## src/rtl/core/mfq_pkg.sv

```systemverilog
// Shared types and constants for the multilevel feedback queue scheduler.
// No dependencies; imported by every module of the block.
`default_nettype none

package mfq_pkg;

    // field widths
    localparam int unsigned CMD_W     = 1;
    localparam int unsigned SLOT_W    = 3;
    localparam int unsigned DATA_W    = 16;
    localparam int unsigned LEVEL_W   = 2;
    localparam int unsigned ELAPSED_W = 32;
    localparam int unsigned LEVELS    = 3;
    localparam int unsigned CFG_IDX_W = 2;

    // command codes
    localparam logic [CMD_W-1:0] CMD_LOAD  = 1'b0;
    localparam logic [CMD_W-1:0] CMD_SCHED = 1'b1;

    // configuration register indexes
    localparam logic [CFG_IDX_W-1:0] CFG_LEVEL0_QUANTUM = 2'd0;
    localparam logic [CFG_IDX_W-1:0] CFG_LEVEL1_QUANTUM = 2'd1;
    localparam logic [CFG_IDX_W-1:0] CFG_LEVEL2_QUANTUM = 2'd2;

    // quantum reset values
    localparam logic [DATA_W-1:0] QUANTUM0_RESET = 16'd10;
    localparam logic [DATA_W-1:0] QUANTUM1_RESET = 16'd20;
    localparam logic [DATA_W-1:0] QUANTUM2_RESET = 16'd40;

    // queue levels
    localparam logic [LEVEL_W-1:0] LEVEL_TOP  = 2'd0;
    localparam logic [LEVEL_W-1:0] LEVEL_LAST = 2'd2;

    // a schedule command gives up after this many passes
    localparam int unsigned PASS_W = 3;
    localparam logic [PASS_W-1:0] MAX_PASSES = 3'd6;

    // command queue between front and back
    localparam int unsigned CMDQ_DEPTH = 2;
    localparam int unsigned CMDQ_PTR_W = 1;
    localparam int unsigned CMDQ_CNT_W = 2;

    typedef logic [LEVELS-1:0][DATA_W-1:0] quanta_t;

    // classified command as it travels from front to back
    typedef struct packed {
        logic              sched;
        logic              load_ok;
        logic [SLOT_W-1:0] slot;
        logic [DATA_W-1:0] burst;
    } cmd_t;

    // one result item
    typedef struct packed {
        logic [SLOT_W-1:0]    job_slot;
        logic [DATA_W-1:0]    run_units;
        logic [DATA_W-1:0]    time_left;
        logic [LEVEL_W-1:0]   job_level;
        logic                 finished;
        logic [ELAPSED_W-1:0] elapsed;
        logic                 all_done;
    } res_t;

    // back end sequencer states
    typedef enum logic [3:0] {
        ST_IDLE = 4'b0001,
        ST_SCAN = 4'b0010,
        ST_EXEC = 4'b0100,
        ST_DONE = 4'b1000
    } back_state_t;

endpackage

`default_nettype wire

```

## src/rtl/core/mfq_front.sv

```systemverilog
// Front end: takes input transfers, classifies them and holds them in a short queue.
// Depends on mfq_pkg.
`default_nettype none

module mfq_front
    import mfq_pkg::*;
#(
    parameter int unsigned NUM_SLOTS = 8
)
(
    input  wire logic              clk,
    input  wire logic              rst_n,
    input  wire logic              push,
    output logic                   full,
    input  wire logic [CMD_W-1:0]  command,
    input  wire logic [SLOT_W-1:0] slot,
    input  wire logic [DATA_W-1:0] burst,
    output logic                   cmd_valid,
    output cmd_t                   cmd,
    input  wire logic              cmd_pop
);

    cmd_t                  q_reg [CMDQ_DEPTH];
    logic [CMDQ_PTR_W-1:0] wr_ptr_reg;
    logic [CMDQ_PTR_W-1:0] wr_ptr_next;
    logic [CMDQ_PTR_W-1:0] rd_ptr_reg;
    logic [CMDQ_PTR_W-1:0] rd_ptr_next;
    logic [CMDQ_CNT_W-1:0] cnt_reg;
    logic [CMDQ_CNT_W-1:0] cnt_next;
    cmd_t                  cls;
    logic                  do_push;
    logic                  do_pop;

    // classify the incoming item
    always_comb
    begin
        cls.sched   = (command == CMD_SCHED);
        cls.load_ok = (command == CMD_LOAD) && (int'(slot) < int'(NUM_SLOTS));
        cls.slot    = slot;
        cls.burst   = burst;
    end

    assign full      = (cnt_reg == CMDQ_CNT_W'(CMDQ_DEPTH));
    assign cmd_valid = (cnt_reg != '0);
    assign cmd       = q_reg[rd_ptr_reg];
    assign do_push   = push && !full;
    assign do_pop    = cmd_pop && cmd_valid;

    // queue pointers and fill count
    always_comb
    begin
        wr_ptr_next = do_push ? wr_ptr_reg + 1'b1 : wr_ptr_reg;
        rd_ptr_next = do_pop ? rd_ptr_reg + 1'b1 : rd_ptr_reg;
        cnt_next    = cnt_reg;
        if (do_push && !do_pop)
        begin
            cnt_next = cnt_reg + 1'b1;
        end
        else if (do_pop && !do_push)
        begin
            cnt_next = cnt_reg - 1'b1;
        end
    end

    always_ff @(posedge clk or negedge rst_n)
    begin
        if (!rst_n)
        begin
            wr_ptr_reg <= '0;
            rd_ptr_reg <= '0;
            cnt_reg    <= '0;
        end
        else
        begin
            wr_ptr_reg <= wr_ptr_next;
            rd_ptr_reg <= rd_ptr_next;
            cnt_reg    <= cnt_next;
        end
    end

    // queue storage
    always_ff @(posedge clk)
    begin
        if (do_push)
        begin
            q_reg[wr_ptr_reg] <= cls;
        end
    end

endmodule

`default_nettype wire

```

## src/rtl/core/mfq_back.sv

```systemverilog
// Back end: slot store, scan sequencer, dispatch arithmetic and result register.
// Depends on mfq_pkg.
`default_nettype none

module mfq_back
    import mfq_pkg::*;
#(
    parameter int unsigned NUM_SLOTS = 8
)
(
    input  wire logic    clk,
    input  wire logic    rst_n,
    input  wire logic    cmd_valid,
    input  wire cmd_t    cmd,
    output logic         cmd_pop,
    input  wire quanta_t quanta,
    output logic         empty,
    output res_t         res,
    input  wire logic    pop
);

    localparam int unsigned IW = (NUM_SLOTS > 1) ? $clog2(NUM_SLOTS) : 1;
    localparam int unsigned PW = $clog2(NUM_SLOTS + 1);

    // slot remaining time, no reset: an inactive slot is never read for use
    logic [DATA_W-1:0] rem_mem [NUM_SLOTS];
    logic [DATA_W-1:0] rem_rd_reg;
    logic              mem_we;
    logic [IW-1:0]     mem_waddr;
    logic [DATA_W-1:0] mem_wdata;
    logic              rd_en;

    back_state_t                 state_reg, state_next;
    logic [NUM_SLOTS-1:0]        nz_reg, nz_next;
    logic [LEVELS-1:0][NUM_SLOTS-1:0] lvl_reg, lvl_next;
    logic [PW-1:0]               act_reg, act_next;
    logic [LEVEL_W-1:0]          cur_reg, cur_next;
    logic [PW-1:0]               pos_reg, pos_next;
    logic                        pf_reg, pf_next;
    logic [PASS_W-1:0]           pass_reg, pass_next;
    logic [IW-1:0]               hit_reg, hit_next;
    logic [ELAPSED_W-1:0]        elapsed_reg, elapsed_next;
    logic                        out_valid_reg, out_valid_next;
    res_t                        res_reg, res_next;

    logic [IW-1:0]      scan_idx;
    logic               in_range;
    logic               hit;
    logic [IW-1:0]      load_idx;
    logic               load_nz;
    logic [PASS_W-1:0]  pass_inc;
    logic [LEVEL_W-1:0] lvl_adv;
    logic [DATA_W-1:0]  q;
    logic [DATA_W-1:0]  run;
    logic [DATA_W-1:0]  left;
    logic               out_free;

    // scan position decode
    assign scan_idx = pos_reg[IW-1:0];
    assign in_range = (pos_reg < PW'(NUM_SLOTS));
    assign hit      = in_range && nz_reg[scan_idx] && lvl_reg[cur_reg][scan_idx];
    assign rd_en    = (state_reg == ST_SCAN) && in_range;

    assign load_idx = IW'(cmd.slot);
    assign load_nz  = (cmd.burst != '0);
    assign pass_inc = pass_reg + 1'b1;
    assign lvl_adv  = (cur_reg == LEVEL_LAST) ? LEVEL_TOP : cur_reg + 1'b1;

    // dispatch arithmetic
    assign q        = quanta[cur_reg];
    assign run      = (rem_rd_reg <= q) ? rem_rd_reg : q;
    assign left     = rem_rd_reg - run;
    assign out_free = !out_valid_reg || pop;

    assign empty = !out_valid_reg;
    assign res   = res_reg;

    // sequencer
    always_comb
    begin
        state_next     = state_reg;
        nz_next        = nz_reg;
        lvl_next       = lvl_reg;
        act_next       = act_reg;
        cur_next       = cur_reg;
        pos_next       = pos_reg;
        pf_next        = pf_reg;
        pass_next      = pass_reg;
        hit_next       = hit_reg;
        elapsed_next   = elapsed_reg;
        out_valid_next = out_valid_reg;
        res_next       = res_reg;
        cmd_pop        = 1'b0;
        mem_we         = 1'b0;
        mem_waddr      = load_idx;
        mem_wdata      = cmd.burst;

        if (pop && out_valid_reg)
        begin
            out_valid_next = 1'b0;
        end

        case (state_reg)
            ST_IDLE:
            begin
                if (cmd_valid)
                begin
                    cmd_pop = 1'b1;
                    if (cmd.sched)
                    begin
                        pass_next  = '0;
                        state_next = ST_SCAN;
                    end
                    else if (cmd.load_ok)
                    begin
                        // load a slot and place it at the top level
                        mem_we = 1'b1;
                        nz_next[load_idx] = load_nz;
                        for (int l = 0; l < LEVELS; l++)
                        begin
                            lvl_next[l][load_idx] = (l == 0);
                        end
                        if (load_nz && !nz_reg[load_idx])
                        begin
                            act_next = act_reg + 1'b1;
                        end
                        else if (!load_nz && nz_reg[load_idx])
                        begin
                            act_next = act_reg - 1'b1;
                        end
                    end
                end
            end

            ST_SCAN:
            begin
                if (in_range)
                begin
                    pos_next = pos_reg + 1'b1;
                    if (hit)
                    begin
                        hit_next   = scan_idx;
                        state_next = ST_EXEC;
                    end
                end
                else
                begin
                    // end of a pass
                    pos_next  = '0;
                    pass_next = pass_inc;
                    if (pf_reg)
                    begin
                        pf_next = 1'b0;
                    end
                    else
                    begin
                        cur_next = lvl_adv;
                    end
                    if ((!pf_reg && lvl_adv == LEVEL_TOP && act_reg == '0)
                        || pass_inc == MAX_PASSES)
                    begin
                        cur_next   = LEVEL_TOP;
                        pf_next    = 1'b0;
                        state_next = ST_DONE;
                    end
                end
            end

            ST_EXEC:
            begin
                if (out_free)
                begin
                    mem_we       = 1'b1;
                    mem_waddr    = hit_reg;
                    mem_wdata    = left;
                    pf_next      = 1'b1;
                    elapsed_next = elapsed_reg + ELAPSED_W'(run);
                    if (left == '0)
                    begin
                        nz_next[hit_reg] = 1'b0;
                        act_next         = act_reg - 1'b1;
                    end
                    else if (cur_reg != LEVEL_LAST)
                    begin
                        lvl_next[cur_reg][hit_reg]        = 1'b0;
                        lvl_next[lvl_adv][hit_reg]        = 1'b1;
                    end
                    res_next.job_slot  = SLOT_W'(hit_reg);
                    res_next.run_units = run;
                    res_next.time_left = left;
                    res_next.job_level = cur_reg;
                    res_next.finished  = (left == '0);
                    res_next.elapsed   = elapsed_reg + ELAPSED_W'(run);
                    res_next.all_done  = 1'b0;
                    out_valid_next     = 1'b1;
                    state_next         = ST_IDLE;
                end
            end

            ST_DONE:
            begin
                if (out_free)
                begin
                    res_next.job_slot  = '0;
                    res_next.run_units = '0;
                    res_next.time_left = '0;
                    res_next.job_level = '0;
                    res_next.finished  = 1'b0;
                    res_next.elapsed   = elapsed_reg;
                    res_next.all_done  = 1'b1;
                    out_valid_next     = 1'b1;
                    state_next         = ST_IDLE;
                end
            end

            default:
            begin
                state_next = ST_IDLE;
            end
        endcase
    end

    // control state
    always_ff @(posedge clk or negedge rst_n)
    begin
        if (!rst_n)
        begin
            state_reg     <= ST_IDLE;
            nz_reg        <= '0;
            // every slot starts at the top level
            lvl_reg       <= {{((LEVELS-1)*NUM_SLOTS){1'b0}}, {NUM_SLOTS{1'b1}}};
            act_reg       <= '0;
            cur_reg       <= LEVEL_TOP;
            pos_reg       <= '0;
            pf_reg        <= 1'b0;
            pass_reg      <= '0;
            elapsed_reg   <= '0;
            out_valid_reg <= 1'b0;
        end
        else
        begin
            state_reg     <= state_next;
            nz_reg        <= nz_next;
            lvl_reg       <= lvl_next;
            act_reg       <= act_next;
            cur_reg       <= cur_next;
            pos_reg       <= pos_next;
            pf_reg        <= pf_next;
            pass_reg      <= pass_next;
            elapsed_reg   <= elapsed_next;
            out_valid_reg <= out_valid_next;
        end
    end

    // payload registers
    always_ff @(posedge clk)
    begin
        hit_reg <= hit_next;
        res_reg <= res_next;
    end

    // remaining time memory, one write and one registered read port
    always_ff @(posedge clk)
    begin
        if (mem_we)
        begin
            rem_mem[mem_waddr] <= mem_wdata;
        end
        if (rd_en)
        begin
            rem_rd_reg <= rem_mem[scan_idx];
        end
    end

endmodule

`default_nettype wire

```

## src/rtl/core/multilevel_feedback_queue_scheduler.sv

```systemverilog
// Three-level feedback queue scheduler over NUM_SLOTS job slots. A load
// command is taken by the back end and gives no result. A schedule
// command scans the slots in passes over the levels; the scan sequencer
// checks one slot a cycle against the level bits, then reads the slot's
// remaining time from the memory and dispatches. A two-entry command queue
// lets input transfers continue while the back end scans, and a result
// register holds the oldest result until it is popped.
// Depends on mfq_pkg, mfq_front and mfq_back.
`default_nettype none

module multilevel_feedback_queue_scheduler
    import mfq_pkg::*;
#(
    parameter int unsigned NUM_SLOTS = 8
)
(
    input  wire logic                 clk,
    input  wire logic                 rst_n,
    input  wire logic                 push,
    output logic                      full,
    input  wire logic [CMD_W-1:0]     command,
    input  wire logic [SLOT_W-1:0]    slot,
    input  wire logic [DATA_W-1:0]    burst,
    output logic                      empty,
    input  wire logic                 pop,
    output logic [SLOT_W-1:0]         job_slot,
    output logic [DATA_W-1:0]         run_units,
    output logic [DATA_W-1:0]         time_left,
    output logic [LEVEL_W-1:0]        job_level,
    output logic                      finished,
    output logic [ELAPSED_W-1:0]      elapsed,
    output logic                      all_done,
    input  wire logic                 cfg_write,
    input  wire logic [CFG_IDX_W-1:0] cfg_index,
    input  wire logic [DATA_W-1:0]    cfg_data
);

    quanta_t quanta_reg;
    logic    cmd_valid;
    cmd_t    cmd;
    logic    cmd_pop;
    res_t    res;

    // quantum registers
    always_ff @(posedge clk or negedge rst_n)
    begin
        if (!rst_n)
        begin
            quanta_reg[0] <= QUANTUM0_RESET;
            quanta_reg[1] <= QUANTUM1_RESET;
            quanta_reg[2] <= QUANTUM2_RESET;
        end
        else if (cfg_write)
        begin
            case (cfg_index)
                CFG_LEVEL0_QUANTUM: quanta_reg[0] <= cfg_data;
                CFG_LEVEL1_QUANTUM: quanta_reg[1] <= cfg_data;
                CFG_LEVEL2_QUANTUM: quanta_reg[2] <= cfg_data;
                default:            quanta_reg    <= quanta_reg;
            endcase
        end
    end

    mfq_front #(
        .NUM_SLOTS (NUM_SLOTS)
    ) u_front (
        .clk       (clk),
        .rst_n     (rst_n),
        .push      (push),
        .full      (full),
        .command   (command),
        .slot      (slot),
        .burst     (burst),
        .cmd_valid (cmd_valid),
        .cmd       (cmd),
        .cmd_pop   (cmd_pop)
    );

    mfq_back #(
        .NUM_SLOTS (NUM_SLOTS)
    ) u_back (
        .clk       (clk),
        .rst_n     (rst_n),
        .cmd_valid (cmd_valid),
        .cmd       (cmd),
        .cmd_pop   (cmd_pop),
        .quanta    (quanta_reg),
        .empty     (empty),
        .res       (res),
        .pop       (pop)
    );

    // result fields
    assign job_slot  = res.job_slot;
    assign run_units = res.run_units;
    assign time_left = res.time_left;
    assign job_level = res.job_level;
    assign finished  = res.finished;
    assign elapsed   = res.elapsed;
    assign all_done  = res.all_done;

endmodule

`default_nettype wire
```

## config.mk

```make
export PLATFORM = sky130hd
export DESIGN_NAME = multilevel_feedback_queue_scheduler
export DESIGN_NICKNAME = d
export VERILOG_FILES = /design/src/rtl/core/mfq_pkg.sv /design/src/rtl/core/mfq_front.sv /design/src/rtl/core/mfq_back.sv /design/src/rtl/core/multilevel_feedback_queue_scheduler.sv
export SDC_FILE = /design/constraint.sdc
export NUM_CORES = 1
export LEC_CHECK = 0
export ABC_AREA = 1
export BUFFER_PORTS_ARGS = -buffer_cell sky130_fd_sc_hd__buf_2
export CORE_MARGIN = 1.5
export CORE_UTILIZATION = 56
export CTS_CLUSTER_DIAMETER = 80
export CTS_CLUSTER_SIZE = 25
export DETAILED_ROUTE_END_ITERATION = 10
export PLACE_DENSITY = 0.77
export SLEW_MARGIN = 20
export SYNTH_ARGS = -nofsm -noshare
export SYNTH_HDL_FRONTEND = slang
export SYNTH_SLANG_ARGS = --single-unit
```

## constraint.sdc

```tcl
create_clock -name clk -period 4.7 [get_ports clk]
set_input_delay 0.94 -clock clk [delete_from_list [all_inputs] [get_ports clk]]
set_output_delay 0.94 -clock clk [all_outputs]
set_load 0.02 [all_outputs]
```

==> impl_metrics.py <==
metrics = {
    "synthesis": {
        "synth_cell_types": 59,
        "synth_top_area_share_pct": 38.6,
        "synth_common_cells": "nand2_1, o21ai_0, nor2_1",
        "seq_area_frac_synth_pct": 55.4,
        "synth_cells": 2292,
        "ys_ff_latch": 395,
        "yosysWarnings": 0,
        "syn_area_per_cell_um2": 8.83,
        "synthTopCellsByArea": "edfxtp_1, dfrtp_1, nand2_1, o21ai_0, nor2_1",
        "synth_area_um2": 20200,
        "synthFlopType": "edfxtp_1",
        "synth_edf_count": 260,
        "syn-num-nets": 2369,
        "synth_top_cell_by_area": "edfxtp_1",
        "synth-async-reset-ratio_pct": 34.2,
        "synth.most_common_cell": "nand2_1",
    },
    "critical_path": {
        "reg2reg_from": "u_back.cur_reg[0]$_DFFE_PN0P_",
        "critPathLaunchType": "flip-flop",
        "cp_top_family": "simple AND/OR/NAND/NOR gates",
        "worstPathArrival_ns": 5.00,
        "crit_top_cell": "nand2_2",
        "path_depth": 34,
        "timing.rr.end": "u_back.nz_reg[3]$_DFFE_PN0P_",
        "crit_path_end_kind": "flip-flop",
        "max_stage_delay_ns": 0.45,
        "path_class": "flip-flop to flip-flop",
        "crit_buf_inv": 8,
        "startpoint": "u_back.cur_reg[0]$_DFFE_PN0P_",
        "cp_slowest_cell": "dfrtp_2",
        "r2r_setup_slack_ns": 0.16,
        "critPathCapture": "u_back.nz_reg[3]$_DFFE_PN0P_",
        "reg2reg_depth": 34,
        "path_max_fanout": 8,
        "required_ns": 5.16,
    },
    "route": {
        "drc": 0,
        "wl_per_cell_um": 18.6,
        "drt-initial-drc-count": 1556,
        "firstDrtPassIters": 5,
        "drt-total-wl_um": 54000,
        "ant_nets": 0,
        "dr_total_vias": 16700,
        "vias_per_cell": 5.75,
    },
    "power": {
        "power_density_nw_per_um2": 705,
        "p_leak_nw": 9.78,
        "peakVddDrop_mv": 0.600,
        "post-layout-total-power_mw": 16.0,
    },
    "timing": {
        "finalWorstSetupSlack_ns": 0.164,
        "maxSlewHeadroom_pct": 24.9,
        "rsz0062_at_grt": "true",
        "timing.final.crit_period_ns": 4.54,
        "hold_viol_final": 0,
        "setup_viol": 0,
        "finalCritPeriodShare_pct": 96.5,
        "max_freq_ghz": 0.220,
        "tightest_slew_ns": 1.11,
        "whs_ns": 0.437,
        "drv_slew": 0,
        "clock_skew_ns": 0.0222,
    },
    "clocking": {
        "clockBufferDepth": 3,
        "clk_transition_reported_paths_ns": 0.09,
        "ctsHoldBuffers": 0,
        "cts-root-buf": "clkbuf_16",
        "cts_tree": "done",
        "cts_sinks": 395,
        "insertion_delay_ns": 0.56,
        "htreeDepth": 1,
        "cts_buffers": 21,
    },
    "min_path": {
        "hp-class": "input pin to asynchronous set/reset pin",
    },
    "grt": {
        "grt_pass1_wl_um": 83200,
        "antenna_found_initial": 0,
        "grt_overflow": 0,
        "grt_start_max_net_pins": 136,
        "grt_usage_pct": 28.6,
        "grt_pass1_vias": 15700,
    },
    "layout": {
        "antenna_cells": 0,
        "drive_gt1_share_pct": 16.0,
        "largest_register_ffs": 128,
        "fin_nets": 2497,
        "area_growth_pct": 12.5,
        "stdcell_count": 2896,
    },
    "run_status": {
        "status": "completed",
    },
    "placed_design": {
        "dp.cells": 2844,
        "place.gp.congestion": 1.01,
        "dp_hpwl_um": 37700,
        "pre_cts_ws_ns": -0.0944,
        "portBuffers": 115,
    },
    "floorplanning": {
        "ios": 116,
        "core_area_um2": 35600,
        "die_w_um": 193,
        "start_util_pct": 56.9,
        "die_area_um2": 37300,
        "die_h_um": 193,
        "rows": 69,
    },
    "flow_run": {
        "maxCapViolCount": 0,
    },
}
==> through the flow <==
stage | setup TNS [ns] | instance area [µm²] | utilization (%)
6_report | 0 | 22800 | 64.0
5_1_grt | -1.72 | 22800 | 64.0
4_1_cts | 0 | 22200 | 62.5
3_5_place_dp | -1.62 | 21600 | 60.6
3_3_place_gp | -0.222 | 21600 | 60.6
2_1_floorplan | 0 | 20200 | -
==> layout by cell type (no fill, tap or decap), drive strengths merged, types with 38 or more instances in the layout <==
cell type	n
nand3	137
buf	192
a21oi	50
nor2	273
edfxtp	260
dfrtp	120
o21ai	291
inv	258
nand4	38
nand2	548
==> cell type report <==
class	instances	area, µm²
repair buffers	195	1330
clock buffers	32	607
multi-input cells	1553	8030
clock inverters	6	65.1
fillers	2909	12800
flip-flops and latches	395	11200
inverters	254	956
well taps	461	577
==> where the power goes <==
group | internal [mW] | switching (mW)
Sequential | 4.86 | 0.472
Combinational | 2.84 | 5.81
Clock | 0.928 | 1.13
==> logic make-up (layout without fill, tap and decap cells) <==
group	Yosys count	after routing	share of synthesized area, %
AND/OR/NAND/NOR	1051	1051	22.2
flip-flops	395	395	55.4
adder cells (fa/ha/maj)	34	34	2.10
multiplexers	15	15	0.742
XOR/XNOR	21	21	0.909
AO/OA/AOI/OAI	432	432	11.9
buffers and inverters	344	487	6.76
==> timing repair <==
item / in CTS / in global routing
pin swaps: 0 / 21
gates cloned: 0 / 4
resized for setup: 4 / 85
buffers inserted: 0 / 10
endpoints found under the setup margin: 36 / 118
==> layer usage <==
| layer | up-vias | GRT usage [%] | wire, µm | share of wire (%) |
|---|---|---|---|---|
| li1 | 7958 | - | - | - |
| met1 | 7892 | 37.0 | 21700 | 40 |
| met2 | 687 | 49.1 | 26100 | 48 |
| met3 | 129 | 3.67 | 3830 | 7.1 |
| met4 | 0 | 11.2 | 2380 | 4.4 |
| met5 | - | 0 | 0 | 0 |
==> worst min path at each step <==
stage          slack, ns                        endpoint                    startpoint
2_1_floorplan       0.44    u_back.nz_reg[4]$_DFFE_PN0P_  u_back.nz_reg[4]$_DFFE_PN0P_
3_3_place_gp        0.45    u_back.nz_reg[6]$_DFFE_PN0P_  u_back.nz_reg[6]$_DFFE_PN0P_
3_5_place_dp        0.46    u_back.nz_reg[4]$_DFFE_PN0P_  u_back.nz_reg[4]$_DFFE_PN0P_
4_1_cts             0.48    u_back.nz_reg[4]$_DFFE_PN0P_  u_back.nz_reg[4]$_DFFE_PN0P_
5_1_grt             0.46  u_back.lvl_reg[10]$_DFFE_PN0P_                         rst_n
6_report            0.44  u_back.lvl_reg[10]$_DFFE_PN0P_                         rst_n
Power figures use the tool's default switching activity.
